==> src/hdl/lgd_pkg.sv <==
`default_nettype none
package lgd_pkg;

  localparam int QUEUE_DEPTH_DEF = 2;

  localparam logic [7:0] BLANK_DIGIT = 8'd255;
  localparam logic [7:0] CMD_MODE    = 8'h02;
  localparam logic [7:0] CMD_DATA    = 8'h40;
  localparam logic [7:0] CMD_ADDR    = 8'hC0;
  localparam logic [7:0] CMD_DISP    = 8'h80;
  localparam logic [7:0] DISP_ON_BIT = 8'h08;
  localparam logic [7:0] COLON_SEGS  = 8'h03;
  localparam logic [7:0] ICON_LOW_BITS = 8'h0F;
  localparam logic [3:0] RAM_LAST    = 4'd13;
  localparam logic [3:0] RAM_PAIR0   = 4'd2;
  localparam logic [3:0] RAM_CLOSE_J = 4'd11;
  localparam logic [3:0] DIGIT_MAX   = 4'd9;
  localparam logic [2:0] LEVEL_LIMIT = 3'd5;

  localparam logic [7:0] SEG_TABLE [10] = '{
    8'h77, 8'h24, 8'h5D, 8'h6D, 8'h2E, 8'h6B, 8'h7B, 8'h25, 8'h7F, 8'h6F
  };

  localparam logic [2:0] BRIGHT_TABLE [5] = '{3'd0, 3'd1, 3'd2, 3'd3, 3'd7};

  typedef enum logic [2:0] {
    OP_FRAME      = 3'd0,
    OP_CLEAR      = 3'd1,
    OP_ENABLE     = 3'd2,
    OP_BRIGHTNESS = 3'd3,
    OP_INIT       = 3'd4,
    OP_DEINIT     = 3'd5
  } op_t;

  typedef enum logic [1:0] {
    ST_OK        = 2'd0,
    ST_BAD_ARG   = 2'd1,
    ST_BAD_STATE = 2'd2
  } status_t;

  typedef enum logic [2:0] {
    BK_IDLE,
    BK_MODE,
    BK_RAM,
    BK_CTRL,
    BK_STATUS
  } phase_t;

  typedef struct packed {
    logic            has_mode;
    logic            has_ram;
    logic            has_ctrl;
    status_t         status;
    logic [7:0]      ctrl;
    logic [5:0][7:0] grid;
  } cmd_t;

  function automatic logic digit_ok(input logic [7:0] d);
    return (d == BLANK_DIGIT) || (d <= {4'd0, DIGIT_MAX});
  endfunction

  function automatic logic [7:0] seg_lookup(input logic [7:0] d);
    logic [7:0] s;
    s = 8'h00;
    if (d <= {4'd0, DIGIT_MAX}) begin
      s = SEG_TABLE[d[3:0]];
    end
    return s;
  endfunction

endpackage
`default_nettype wire

==> src/hdl/lgd_front.sv <==
`default_nettype none
module lgd_front (
  input  wire              clk,
  input  wire              rst_n,
  input  wire              in_valid,
  output logic             in_ready,
  input  wire  [2:0]       in_operation,
  input  wire  [7:0]       in_digit_one,
  input  wire  [7:0]       in_digit_two,
  input  wire  [7:0]       in_digit_three,
  input  wire  [7:0]       in_digit_four,
  input  wire              in_colon_on,
  input  wire  [7:0]       in_icon_bits,
  input  wire              in_enable_flag,
  input  wire  [2:0]       in_brightness_level,
  input  wire              q_full,
  output logic             q_push,
  output lgd_pkg::cmd_t    q_data
);
  import lgd_pkg::*;

  logic       ready_r, ready_nxt;
  logic       disp_r, disp_nxt;
  logic [2:0] braw_r, braw_nxt;
  logic       digits_ok;
  logic       level_ok;
  logic [2:0] bright;
  cmd_t       cmd;

  assign in_ready  = !q_full;
  assign q_push    = in_valid && in_ready;
  assign digits_ok = digit_ok(in_digit_one) && digit_ok(in_digit_two) &&
                     digit_ok(in_digit_three) && digit_ok(in_digit_four);
  assign level_ok  = in_brightness_level < LEVEL_LIMIT;
  assign bright    = level_ok ? BRIGHT_TABLE[in_brightness_level] : 3'd0;

  always_comb begin
    ready_nxt     = ready_r;
    disp_nxt      = disp_r;
    braw_nxt      = braw_r;
    cmd.has_mode  = 1'b0;
    cmd.has_ram   = 1'b0;
    cmd.has_ctrl  = 1'b0;
    cmd.status    = ST_OK;
    cmd.ctrl      = 8'h00;
    cmd.grid      = '0;
    case (op_t'(in_operation))
      OP_FRAME: begin
        if (!ready_r) begin
          cmd.status = ST_BAD_STATE;
        end else if (!digits_ok) begin
          cmd.status = ST_BAD_ARG;
        end else begin
          cmd.has_ram = 1'b1;
          cmd.grid[0] = seg_lookup(in_digit_one);
          cmd.grid[1] = seg_lookup(in_digit_two);
          cmd.grid[2] = seg_lookup(in_digit_three);
          cmd.grid[3] = seg_lookup(in_digit_four);
          cmd.grid[4] = in_colon_on ? COLON_SEGS : 8'h00;
          cmd.grid[5] = in_icon_bits & ICON_LOW_BITS;
        end
      end
      OP_CLEAR: begin
        if (!ready_r) begin
          cmd.status = ST_BAD_STATE;
        end else begin
          cmd.has_ram = 1'b1;
        end
      end
      OP_ENABLE: begin
        if (!ready_r) begin
          cmd.status = ST_BAD_STATE;
        end else begin
          disp_nxt     = in_enable_flag;
          cmd.has_ctrl = 1'b1;
          cmd.ctrl     = CMD_DISP | {5'd0, braw_r} | (in_enable_flag ? DISP_ON_BIT : 8'h00);
        end
      end
      OP_BRIGHTNESS: begin
        if (!level_ok) begin
          cmd.status = ST_BAD_ARG;
        end else if (!ready_r) begin
          cmd.status = ST_BAD_STATE;
        end else begin
          braw_nxt     = bright;
          cmd.has_ctrl = 1'b1;
          cmd.ctrl     = CMD_DISP | {5'd0, bright} | (disp_r ? DISP_ON_BIT : 8'h00);
        end
      end
      OP_INIT: begin
        if (ready_r) begin
          cmd.status = ST_BAD_STATE;
        end else begin
          braw_nxt     = 3'd0;
          disp_nxt     = 1'b1;
          ready_nxt    = 1'b1;
          cmd.has_mode = 1'b1;
          cmd.has_ram  = 1'b1;
          cmd.has_ctrl = 1'b1;
          cmd.ctrl     = CMD_DISP | DISP_ON_BIT;
        end
      end
      OP_DEINIT: begin
        if (ready_r) begin
          disp_nxt     = 1'b0;
          braw_nxt     = 3'd0;
          ready_nxt    = 1'b0;
          cmd.has_ctrl = 1'b1;
          cmd.ctrl     = CMD_DISP | {5'd0, braw_r};
        end
      end
      default: begin
        cmd.status = ST_BAD_ARG;
      end
    endcase
  end

  assign q_data = cmd;

  always_ff @(posedge clk) begin
    if (!rst_n) begin
      ready_r <= 1'b0;
      disp_r  <= 1'b0;
      braw_r  <= 3'd0;
    end else if (q_push) begin
      ready_r <= ready_nxt;
      disp_r  <= disp_nxt;
      braw_r  <= braw_nxt;
    end
  end

endmodule
`default_nettype wire

==> src/hdl/lgd_queue.sv <==
`default_nettype none
module lgd_queue #(
  parameter int DEPTH = lgd_pkg::QUEUE_DEPTH_DEF
) (
  input  wire              clk,
  input  wire              rst_n,
  input  wire              push,
  input  lgd_pkg::cmd_t    push_data,
  output logic             full,
  input  wire              pop,
  output logic             q_valid,
  output lgd_pkg::cmd_t    q_data
);
  import lgd_pkg::*;

  localparam int PW = (DEPTH > 1) ? $clog2(DEPTH) : 1;
  localparam int CW = $clog2(DEPTH + 1);

  cmd_t          mem_r [DEPTH];
  logic [PW-1:0] wptr_r, wptr_nxt;
  logic [PW-1:0] rptr_r, rptr_nxt;
  logic [CW-1:0] count_r, count_nxt;

  assign full    = count_r == CW'(DEPTH);
  assign q_valid = count_r != '0;
  assign q_data  = mem_r[rptr_r];

  always_comb begin
    wptr_nxt  = wptr_r;
    rptr_nxt  = rptr_r;
    count_nxt = count_r;
    if (push) begin
      wptr_nxt = (wptr_r == PW'(DEPTH - 1)) ? '0 : wptr_r + 1'b1;
    end
    if (pop) begin
      rptr_nxt = (rptr_r == PW'(DEPTH - 1)) ? '0 : rptr_r + 1'b1;
    end
    if (push && !pop) begin
      count_nxt = count_r + 1'b1;
    end else if (pop && !push) begin
      count_nxt = count_r - 1'b1;
    end
  end

  always_ff @(posedge clk) begin
    if (push) begin
      mem_r[wptr_r] <= push_data;
    end
  end

  always_ff @(posedge clk) begin
    if (!rst_n) begin
      wptr_r  <= '0;
      rptr_r  <= '0;
      count_r <= '0;
    end else begin
      wptr_r  <= wptr_nxt;
      rptr_r  <= rptr_nxt;
      count_r <= count_nxt;
    end
  end

  assert property (@(posedge clk) disable iff (!rst_n) pop |-> q_valid)
    else $error("queue popped while empty");
  assert property (@(posedge clk) disable iff (!rst_n) push |-> !full)
    else $error("queue pushed while full");
  assert property (@(posedge clk) disable iff (!rst_n) count_r <= CW'(DEPTH))
    else $error("queue count out of range");

endmodule
`default_nettype wire

==> src/hdl/lgd_back.sv <==
`default_nettype none
module lgd_back (
  input  wire              clk,
  input  wire              rst_n,
  input  wire              q_valid,
  input  lgd_pkg::cmd_t    q_data,
  output logic             pop,
  output logic             out_valid,
  input  wire              out_ready,
  output logic             out_is_status,
  output logic [7:0]       out_data_byte,
  output logic             out_strobe_open,
  output logic             out_strobe_close,
  output logic [1:0]       out_status_code,
  output logic             out_last_result
);
  import lgd_pkg::*;

  phase_t     state_r, state_nxt;
  cmd_t       cmd_r, cmd_nxt;
  logic [3:0] idx_r, idx_nxt;
  logic [3:0] pair_j;
  logic       adv;
  logic       emit;
  logic       valid_r, valid_nxt;
  logic       is_status_r, is_status_nxt;
  logic [7:0] byte_r, byte_nxt;
  logic       open_r, open_nxt;
  logic       close_r, close_nxt;
  logic [1:0] code_r, code_nxt;
  logic       last_r, last_nxt;

  function automatic phase_t first_phase(input cmd_t c);
    phase_t p;
    if (c.has_mode) begin
      p = BK_MODE;
    end else if (c.has_ram) begin
      p = BK_RAM;
    end else if (c.has_ctrl) begin
      p = BK_CTRL;
    end else begin
      p = BK_STATUS;
    end
    return p;
  endfunction

  assign adv    = !valid_r || out_ready;
  assign pair_j = idx_r - RAM_PAIR0;

  always_comb begin
    state_nxt = state_r;
    case (state_r)
      BK_IDLE: begin
        if (q_valid) begin
          state_nxt = first_phase(q_data);
        end
      end
      BK_MODE: begin
        if (adv) begin
          state_nxt = cmd_r.has_ram ? BK_RAM : (cmd_r.has_ctrl ? BK_CTRL : BK_STATUS);
        end
      end
      BK_RAM: begin
        if (adv && idx_r == RAM_LAST) begin
          state_nxt = cmd_r.has_ctrl ? BK_CTRL : BK_STATUS;
        end
      end
      BK_CTRL: begin
        if (adv) begin
          state_nxt = BK_STATUS;
        end
      end
      BK_STATUS: begin
        if (adv) begin
          state_nxt = q_valid ? first_phase(q_data) : BK_IDLE;
        end
      end
      default: begin
        state_nxt = BK_IDLE;
      end
    endcase
  end

  always_comb begin
    pop           = 1'b0;
    emit          = 1'b0;
    idx_nxt       = idx_r;
    is_status_nxt = 1'b0;
    byte_nxt      = 8'h00;
    open_nxt      = 1'b0;
    close_nxt     = 1'b0;
    code_nxt      = ST_OK;
    last_nxt      = 1'b0;
    case (state_r)
      BK_IDLE: begin
        pop     = q_valid;
        idx_nxt = '0;
      end
      BK_MODE: begin
        emit      = adv;
        byte_nxt  = CMD_MODE;
        open_nxt  = 1'b1;
        close_nxt = 1'b1;
      end
      BK_RAM: begin
        emit = adv;
        if (adv) begin
          idx_nxt = idx_r + 1'b1;
        end
        if (idx_r == '0) begin
          byte_nxt  = CMD_DATA;
          open_nxt  = 1'b1;
          close_nxt = 1'b1;
        end else if (idx_r == 4'd1) begin
          byte_nxt = CMD_ADDR;
          open_nxt = 1'b1;
        end else begin
          byte_nxt  = pair_j[0] ? 8'h00 : cmd_r.grid[pair_j[3:1]];
          close_nxt = pair_j == RAM_CLOSE_J;
        end
      end
      BK_CTRL: begin
        emit      = adv;
        byte_nxt  = cmd_r.ctrl;
        open_nxt  = 1'b1;
        close_nxt = 1'b1;
      end
      BK_STATUS: begin
        emit          = adv;
        pop           = adv && q_valid;
        idx_nxt       = '0;
        is_status_nxt = 1'b1;
        code_nxt      = cmd_r.status;
        last_nxt      = 1'b1;
      end
      default: begin
        idx_nxt = '0;
      end
    endcase
    cmd_nxt   = pop ? q_data : cmd_r;
    valid_nxt = emit || (valid_r && !out_ready);
  end

  always_ff @(posedge clk) begin
    if (!rst_n) begin
      state_r <= BK_IDLE;
      idx_r   <= '0;
      valid_r <= 1'b0;
    end else begin
      state_r <= state_nxt;
      idx_r   <= idx_nxt;
      valid_r <= valid_nxt;
    end
  end

  always_ff @(posedge clk) begin
    cmd_r <= cmd_nxt;
    if (emit) begin
      is_status_r <= is_status_nxt;
      byte_r      <= byte_nxt;
      open_r      <= open_nxt;
      close_r     <= close_nxt;
      code_r      <= code_nxt;
      last_r      <= last_nxt;
    end
  end

  assign out_valid        = valid_r;
  assign out_is_status    = is_status_r;
  assign out_data_byte    = byte_r;
  assign out_strobe_open  = open_r;
  assign out_strobe_close = close_r;
  assign out_status_code  = code_r;
  assign out_last_result  = last_r;

  assert property (@(posedge clk) disable iff (!rst_n)
    state_r == BK_RAM |-> idx_r <= RAM_LAST)
    else $error("ram byte index past end");
  assert property (@(posedge clk) disable iff (!rst_n)
    valid_r && is_status_r |-> last_r && byte_r == 8'h00 && !open_r && !close_r)
    else $error("status word carries byte fields");
  assert property (@(posedge clk) disable iff (!rst_n)
    valid_r && !is_status_r |-> !last_r && code_r == ST_OK)
    else $error("byte word carries status fields");
  assert property (@(posedge clk) disable iff (!rst_n)
    pop |-> state_r == BK_IDLE || state_r == BK_STATUS)
    else $error("command taken in mid sequence");

endmodule
`default_nettype wire

==> src/hdl/led_grid_display_command_sequencer.sv <==
// Output: one word per cycle while out_ready does not hold the output; an operation
// emits 1 to 17 words (init 17, frame and clear 15, enable, brightness and active
// deinit 2, status-only 1).
// A command queue of QUEUE_DEPTH entries sits between decode and the word sequencer.
// Reset (rst_n low, synchronous) clears ready, display and brightness state,
// empties the queue and drops any pending output word.
`default_nettype none
module led_grid_display_command_sequencer #(
  parameter int QUEUE_DEPTH = lgd_pkg::QUEUE_DEPTH_DEF
) (
  input  wire        clk,
  input  wire        rst_n,
  input  wire        in_valid,
  output logic       in_ready,
  input  wire  [2:0] in_operation,
  input  wire  [7:0] in_digit_one,
  input  wire  [7:0] in_digit_two,
  input  wire  [7:0] in_digit_three,
  input  wire  [7:0] in_digit_four,
  input  wire        in_colon_on,
  input  wire  [7:0] in_icon_bits,
  input  wire        in_enable_flag,
  input  wire  [2:0] in_brightness_level,
  output logic       out_valid,
  input  wire        out_ready,
  output logic       out_is_status,
  output logic [7:0] out_data_byte,
  output logic       out_strobe_open,
  output logic       out_strobe_close,
  output logic [1:0] out_status_code,
  output logic       out_last_result
);
  import lgd_pkg::*;

  logic q_full;
  logic q_push;
  logic q_pop;
  logic q_valid;
  cmd_t push_data;
  cmd_t head_data;

  lgd_front u_front (
    .clk                 (clk),
    .rst_n               (rst_n),
    .in_valid            (in_valid),
    .in_ready            (in_ready),
    .in_operation        (in_operation),
    .in_digit_one        (in_digit_one),
    .in_digit_two        (in_digit_two),
    .in_digit_three      (in_digit_three),
    .in_digit_four       (in_digit_four),
    .in_colon_on         (in_colon_on),
    .in_icon_bits        (in_icon_bits),
    .in_enable_flag      (in_enable_flag),
    .in_brightness_level (in_brightness_level),
    .q_full              (q_full),
    .q_push              (q_push),
    .q_data              (push_data)
  );

  lgd_queue #(
    .DEPTH (QUEUE_DEPTH)
  ) u_queue (
    .clk       (clk),
    .rst_n     (rst_n),
    .push      (q_push),
    .push_data (push_data),
    .full      (q_full),
    .pop       (q_pop),
    .q_valid   (q_valid),
    .q_data    (head_data)
  );

  lgd_back u_back (
    .clk              (clk),
    .rst_n            (rst_n),
    .q_valid          (q_valid),
    .q_data           (head_data),
    .pop              (q_pop),
    .out_valid        (out_valid),
    .out_ready        (out_ready),
    .out_is_status    (out_is_status),
    .out_data_byte    (out_data_byte),
    .out_strobe_open  (out_strobe_open),
    .out_strobe_close (out_strobe_close),
    .out_status_code  (out_status_code),
    .out_last_result  (out_last_result)
  );

endmodule
`default_nettype wire

==> config.mk <==
export PLATFORM = sky130hd
export DESIGN_NAME = led_grid_display_command_sequencer
export DESIGN_NICKNAME = d
export VERILOG_FILES = /design/src/hdl/lgd_pkg.sv /design/src/hdl/lgd_front.sv /design/src/hdl/lgd_queue.sv /design/src/hdl/lgd_back.sv /design/src/hdl/led_grid_display_command_sequencer.sv
export SDC_FILE = /design/constraint.sdc
export NUM_CORES = 1
export LEC_CHECK = 0
export ABC_AREA = 1
export BUFFER_PORTS_ARGS = -buffer_cell sky130_fd_sc_hd__clkbuf_2
export CORE_MARGIN = 4
export CORE_UTILIZATION = 64
export CTS_CLUSTER_SIZE = 12
export DETAILED_ROUTE_END_ITERATION = 10
export PLACE_DENSITY = 0.87
export RECOVER_POWER = 25
export SLEW_MARGIN = 10
export SYNTH_ARGS = -nofsm -noshare
export SYNTH_HDL_FRONTEND = slang
export SYNTH_SLANG_ARGS = --single-unit
==> constraint.sdc <==
create_clock -name clk -period 6 [get_ports clk]
set_input_delay 0.9 -clock clk [delete_from_list [all_inputs] [get_ports clk]]
set_output_delay 0.9 -clock clk [all_outputs]
set_load 0.05 [all_outputs]
# Word level (Yosys, flattened, before mapping)
# Memory sizes are Yosys's and may differ from the RTL's. A register that Yosys moved wholly into a read port is not among the register bits.
# Index checks and enable logic that the tools add are counted.
# Widths: inputs -> output; s select.
[word_totals]
mem_bits_rw = 122
ff_bits = 90
rom_bits = 536
memories = 6
out_inout_bits = 16
in_bits = 52
[classes]
n_mux = 88
n_bitwise = 8
order_cmp = 11
addsub = 6
n_reduce_logical = 37
n_eq_ne = 28
[memory_table]
columns = ["name", "depth", "word_bits", "rd", "rd_clocked_by_memory_dff", "wr", "line", "source"]
rows = [
  ["(name not given)", 16, 8, 1, 0, 0, "lgd_pkg.sv:66", "s = SEG_TABLE[d[3:0]];"],
  ["(name not given)", 16, 8, 1, 0, 0, "lgd_pkg.sv:66", ""],
  ["(name not given)", 16, 8, 1, 0, 0, "lgd_pkg.sv:66", ""],
  ["(name not given)", 16, 8, 1, 0, 0, "lgd_pkg.sv:66", ""],
  ["u_queue.mem_r", 2, 61, 1, 1, 1, "lgd_queue.sv:19", "cmd_t mem_r [DEPTH];"],
  ["(name not given)", 8, 3, 1, 0, 0, "lgd_front.sv:35", "assign bright = level_ok ? BRIGHT_TABLE[in_brightness_level] : 3'd0;"],
]
[op_table]
columns = ["op", "count"]
rows = [
  ["$mux 8", 21],
  ["$mux 48", 2],
  ["$mux 3", 19],
  ["$mux 44", 1],
  ["$eq 8x8->1 const B", 4],
  ["$le 8x4->1 const B", 4],
  ["$pmux 8 s4", 1],
  ["$bmux 8 s3", 1],
  ["$pmux 8 s3", 1],
  ["$mux 1", 21],
  ["$ge 5x5->1 const B", 4],
  ["$ne 2x1->1 const B", 10],
  ["$not 4->5", 4],
  ["$or 8x8->8", 2],
  ["$pmux 3 s5", 1],
  ["$mux 2", 7],
  ["$eq 3x2->1 const B", 4],
  ["$mux 4", 3],
  ["$pmux 2 s5", 1],
  ["$reduce_and 5->1", 2],
  ["$eq 3x3->1 const B", 3],
  ["$logic_and 1x1->1", 9],
  ["$pmux 1 s3", 3],
  ["$pmux 3 s3", 1],
  ["27 further kinds", 49],
]

# Longest topological paths before layout
[logic_depth]
word_depth = 9
mapped_depth = 13

# Cells and area by module
# Synthesis repeated with hierarchy kept, for this count alone.
[hier_totals]
hier_cells = 845
area_unflattened_um2 = 10142.2
[by_module_without_submodules]
columns = ["module", "area_per_inst_um2", "seq_area_each_um2", "n_inst", "cells_each"]
rows = [
  ["lgd_queue", 4934.7, 3763.6, 1, 225],
  ["lgd_back", 3535.9, 2352.3, 1, 318],
  ["lgd_front", 1671.6, 100.1, 1, 302],
]

# Least setup slack after synthesis
# Ideal clock, no wire load.
[synth_timing]
kind = "input to register"
start = "input out_ready"
end = "register u_queue.count_r[1]"
stages = 8
required_time_ns = 5.878
n_path_buf = 0
setup_slack_ns = 1.611
t_arrival_ns = 4.267
setup_ns = 0.122
cell_sequence = "nor2_1 a21oi_1 inv_1 ha_1 a21oi_1 o21ai_0 o21ai_0 a21oi_1"
[synth_between]
elab_chain_cells = 6
word_cells_on_any_way = 8
cone_classes = "mux (2); reduce/logical (6)"
[synth_lines]
columns = ["item", "line", "source"]
rows = [
  ["start, declared", "led_grid_display_command_sequencer.sv:25", "input wire out_ready,"],
  ["$logic_or 1x1->1 *", "lgd_back.sv:47", "assign adv = !valid_r || out_ready;"],
  ["$logic_and 1x1->1 *", "lgd_back.sv:130", "pop = adv && q_valid;"],
  ["$pmux 1 s2 *", "lgd_back.sv:94", "case (state_r)"],
  ["net q_pop", "led_grid_display_command_sequencer.sv:37", "logic q_pop;"],
  ["$logic_not 1->1", "lgd_queue.sv:38", "if (push && !pop) begin"],
  ["$logic_and 1x1->1", "lgd_queue.sv:38", ""],
  ["$mux 2 or $reduce_bool 2->1 (tied branches)", "n/a", ""],
  ["end signal, assigned", "lgd_queue.sv:59", "count_r <= count_nxt;"],
  ["end, declared", "lgd_queue.sv:22", "logic [CW-1:0] count_r, count_nxt;"],
]
# Mark *: on every way through the listed nets, which the timed path passes. The rest lies on a longest branch.
# A chain may end at the register's enable or synchronous reset.

==> run metrics <==
status finished with violations; violated checks capacitance limit, slew limit; Die X 116 µm; CTS Hold Bufs 0; Final GP Congestion 0.869; antenna violations before repair 0; critical path capture point type flop; PD cells 456 nW/µm²; WS Path Type flop to flop; Worst Hold Class flop to flop; Antenna Nets Post-Route 0; endpoints failing setup 0; synthesized area per cell 10.9 µm²; die area 13,500 µm²; Pre-antenna DRT Iters 8; total number of vias 5,328; largest net degree at the start of global routing 49; core box area 11,500 µm²; Top FF cell, synth edfxtp_1; Final period util 57.0%; FFs w/ async S/R, synth 0%; VDD IR max 0.000522 V; most frequent cell after synthesis edfxtp_1; clk sink count 159; all-layer global routing usage 24.7%; Tot Pwr 0.00391 W; synth cell count leaders 141 x edfxtp_1, 117 x nor2_1, 110 x nand2_1; Netlist Area Pre-Place 7500 µm²; Seq/Total Area, Yosys 61.3%; CP Max Fanout 48; clk root buf clkbuf_16; Final Critical Period 3.42 ns; Achievable Freq 293 MHz; iteration-0 DRC count of the detailed router 558; fillers 667; number of non-filler instances in the completed layout 920; setup TNS 0 ns; Req. time, crit path 6.35 ns; Rel. slew slack -67.4%; Slew Limit Fails 49; slew of the pin with the lowest slew margin 2.51 ns; drt wl/cell 17.1 µm; cts repair resizes 0; Final Hold Fails 0; RSZ-0062 raised after global routing false; io pins 68; Synth Register Bits 159; port bufs 63; Leak Pwr 3.57 nW; Synth-to-Final Area Change 14.2%; post-synth top area share 56.5%; startpoint types flop; Starting Density 65.4%; Post-Route WL 15,700 µm; Vias/cell 5.79; layout cells sized above 1 18.5%; Post-Syn Instances 690; Synth area leaders edfxtp_1 56%, mux2_2 6.0%, nor2_1 5.9%; skew final 0.00923 ns; clock-pin slew on the worst setup and hold paths 0.06 ns; vias in the first global route 5,240; Warnings, synthesis 0; Placed Cells 888; Worst-Skew Late Latency 0.42 ns; CP arrival 3.77 ns; NumNets Final 847; DR DRC count 0; Netlist cell types 34; depth of the CTS H-tree 4; net count of the mapped netlist 773; Die Height 116 µm; clock buffer depth 2; CTS buffer count 17; diode count 0; DPL Wire Length 10,100 µm; Max-Cap Viols 1; CTS tree yes; gr ovfl total 0; global-route wire length before repair 25,500 µm; postcts setup bufs 0; Rows 39; Post-synth EDFFs 141; area leader, netlist edfxtp_1
[worst paths after layout]
| path | endpoint | cells after the start | slack (ns) | startpoint |
|---|---|---|---|---|
| worst max-delay path | u_back.state_r[2] | 7 | 2.58 | flop |
| worst min-delay path | u_queue.rptr_r | 2 | 0.49 | u_queue.rptr_r |
| worst max register to register | u_back.state_r[2] | 7 | 2.58 | flop |
| worst min register to register | u_queue.rptr_r | 2 | 0.49 | u_queue.rptr_r |
[critical path: stages (launching register included)]
cell and delay (ns):
dfxtp_1 0.30, clkbuf_1 1.77, o21ai_0 0.58, nor2_1 0.29
nand3_1 0.10, nand2_1 0.09, nand2_1 0.06, a21oi_1 0.13
[final cells by class]
class	instances	area [µm²]	area share [%]
tap	143	179	2.09
sequential	159	4590	53.7
multi-input combinational	449	2570	30.1
timing repair buffer	67	340	3.98
inverter	70	263	3.07
clock inverter	11	169	1.97
clock buffer	21	440	5.14
[report_power, final]
part	leakage (nW)	switching, W	internal (W)
Sequential	1.51	0.000112	0.00161
Combinational	1.78	0.000765	0.000308
Clock	0.285	0.000419	0.000695
Total	3.57	0.00129	0.00261
[sequential cells by signal (all words and copies together) (netlist names), named ones only]
name                     count
u_queue.rptr_r               1
u_back.idx_r                 4
u_front.ready_r              1
u_back.out_data_byte         8
u_front.disp_r               1
u_back.out_valid             1
u_back.state_r               3
u_queue.mem_r               86
u_front.braw_r               3
u_queue.count_r              2
u_back.out_status_code       2
u_back.cmd_r                42
u_back.out_strobe_close      1
u_back.out_strobe_open       1
u_back.out_last_result       1
u_queue.wptr_r               1
[per-layer routing]
layer  vias to the layer above  global-route usage (%)  share of wire, %
met2                       243                    43.3                51
met1                      2522                    30.9                41
met3                        33                    5.13               6.9
met4                         0                    7.81               1.8
li1                       2530                       -                 -
met5                         -                       0                 0
[stage by stage]
stage	hold WS, ns	cell area, µm²	utilization (%)	setup slack, ns
after floorplan	0.452	7500	-	1.61
after global placement	0.462	7990	69.6	3.22
after detailed placement	0.484	7990	69.6	3.13
after CTS	0.493	8600	75.0	3.27
after global routing	0.502	8560	74.7	2.24
final	0.489	8560	74.7	2.58
[cells in the final DEF, fill, tap and decap left out, drive strengths merged, types with 3 or more instances in the layout]
| cell | instances |
|---|---|
| a21oi | 30 |
| mux2 | 40 |
| nand4 | 3 |
| clkinv | 4 |
| a211oi | 5 |
| ha | 31 |
| inv | 70 |
| edfxtp | 141 |
| dfxtp | 18 |
| and2 | 3 |
| bufinv | 4 |
| clkinvlp | 3 |
| nand2 | 114 |
| o22ai | 8 |
| nand3 | 31 |
| o21ai | 46 |
| clkbuf | 85 |
| nor2 | 123 |
| buf | 3 |
| and3 | 3 |
[logic make-up (layout without fill, tap and decap cells)]
logic type / after synthesis / after routing / share of synthesized area, %
XOR/XNOR: 1 / 1 / 0.117
AO/OA/AOI/OAI: 98 / 98 / 7.31
buffers and inverters: 82 / 169 / 4.34
multiplexers: 40 / 40 / 6.01
AND/OR/NAND/NOR: 279 / 279 / 15.8
adder cells (fa/ha/maj): 31 / 31 / 5.17
flip-flops: 159 / 159 / 61.3
No activity file was read; power rests on OpenSTA's default activity.
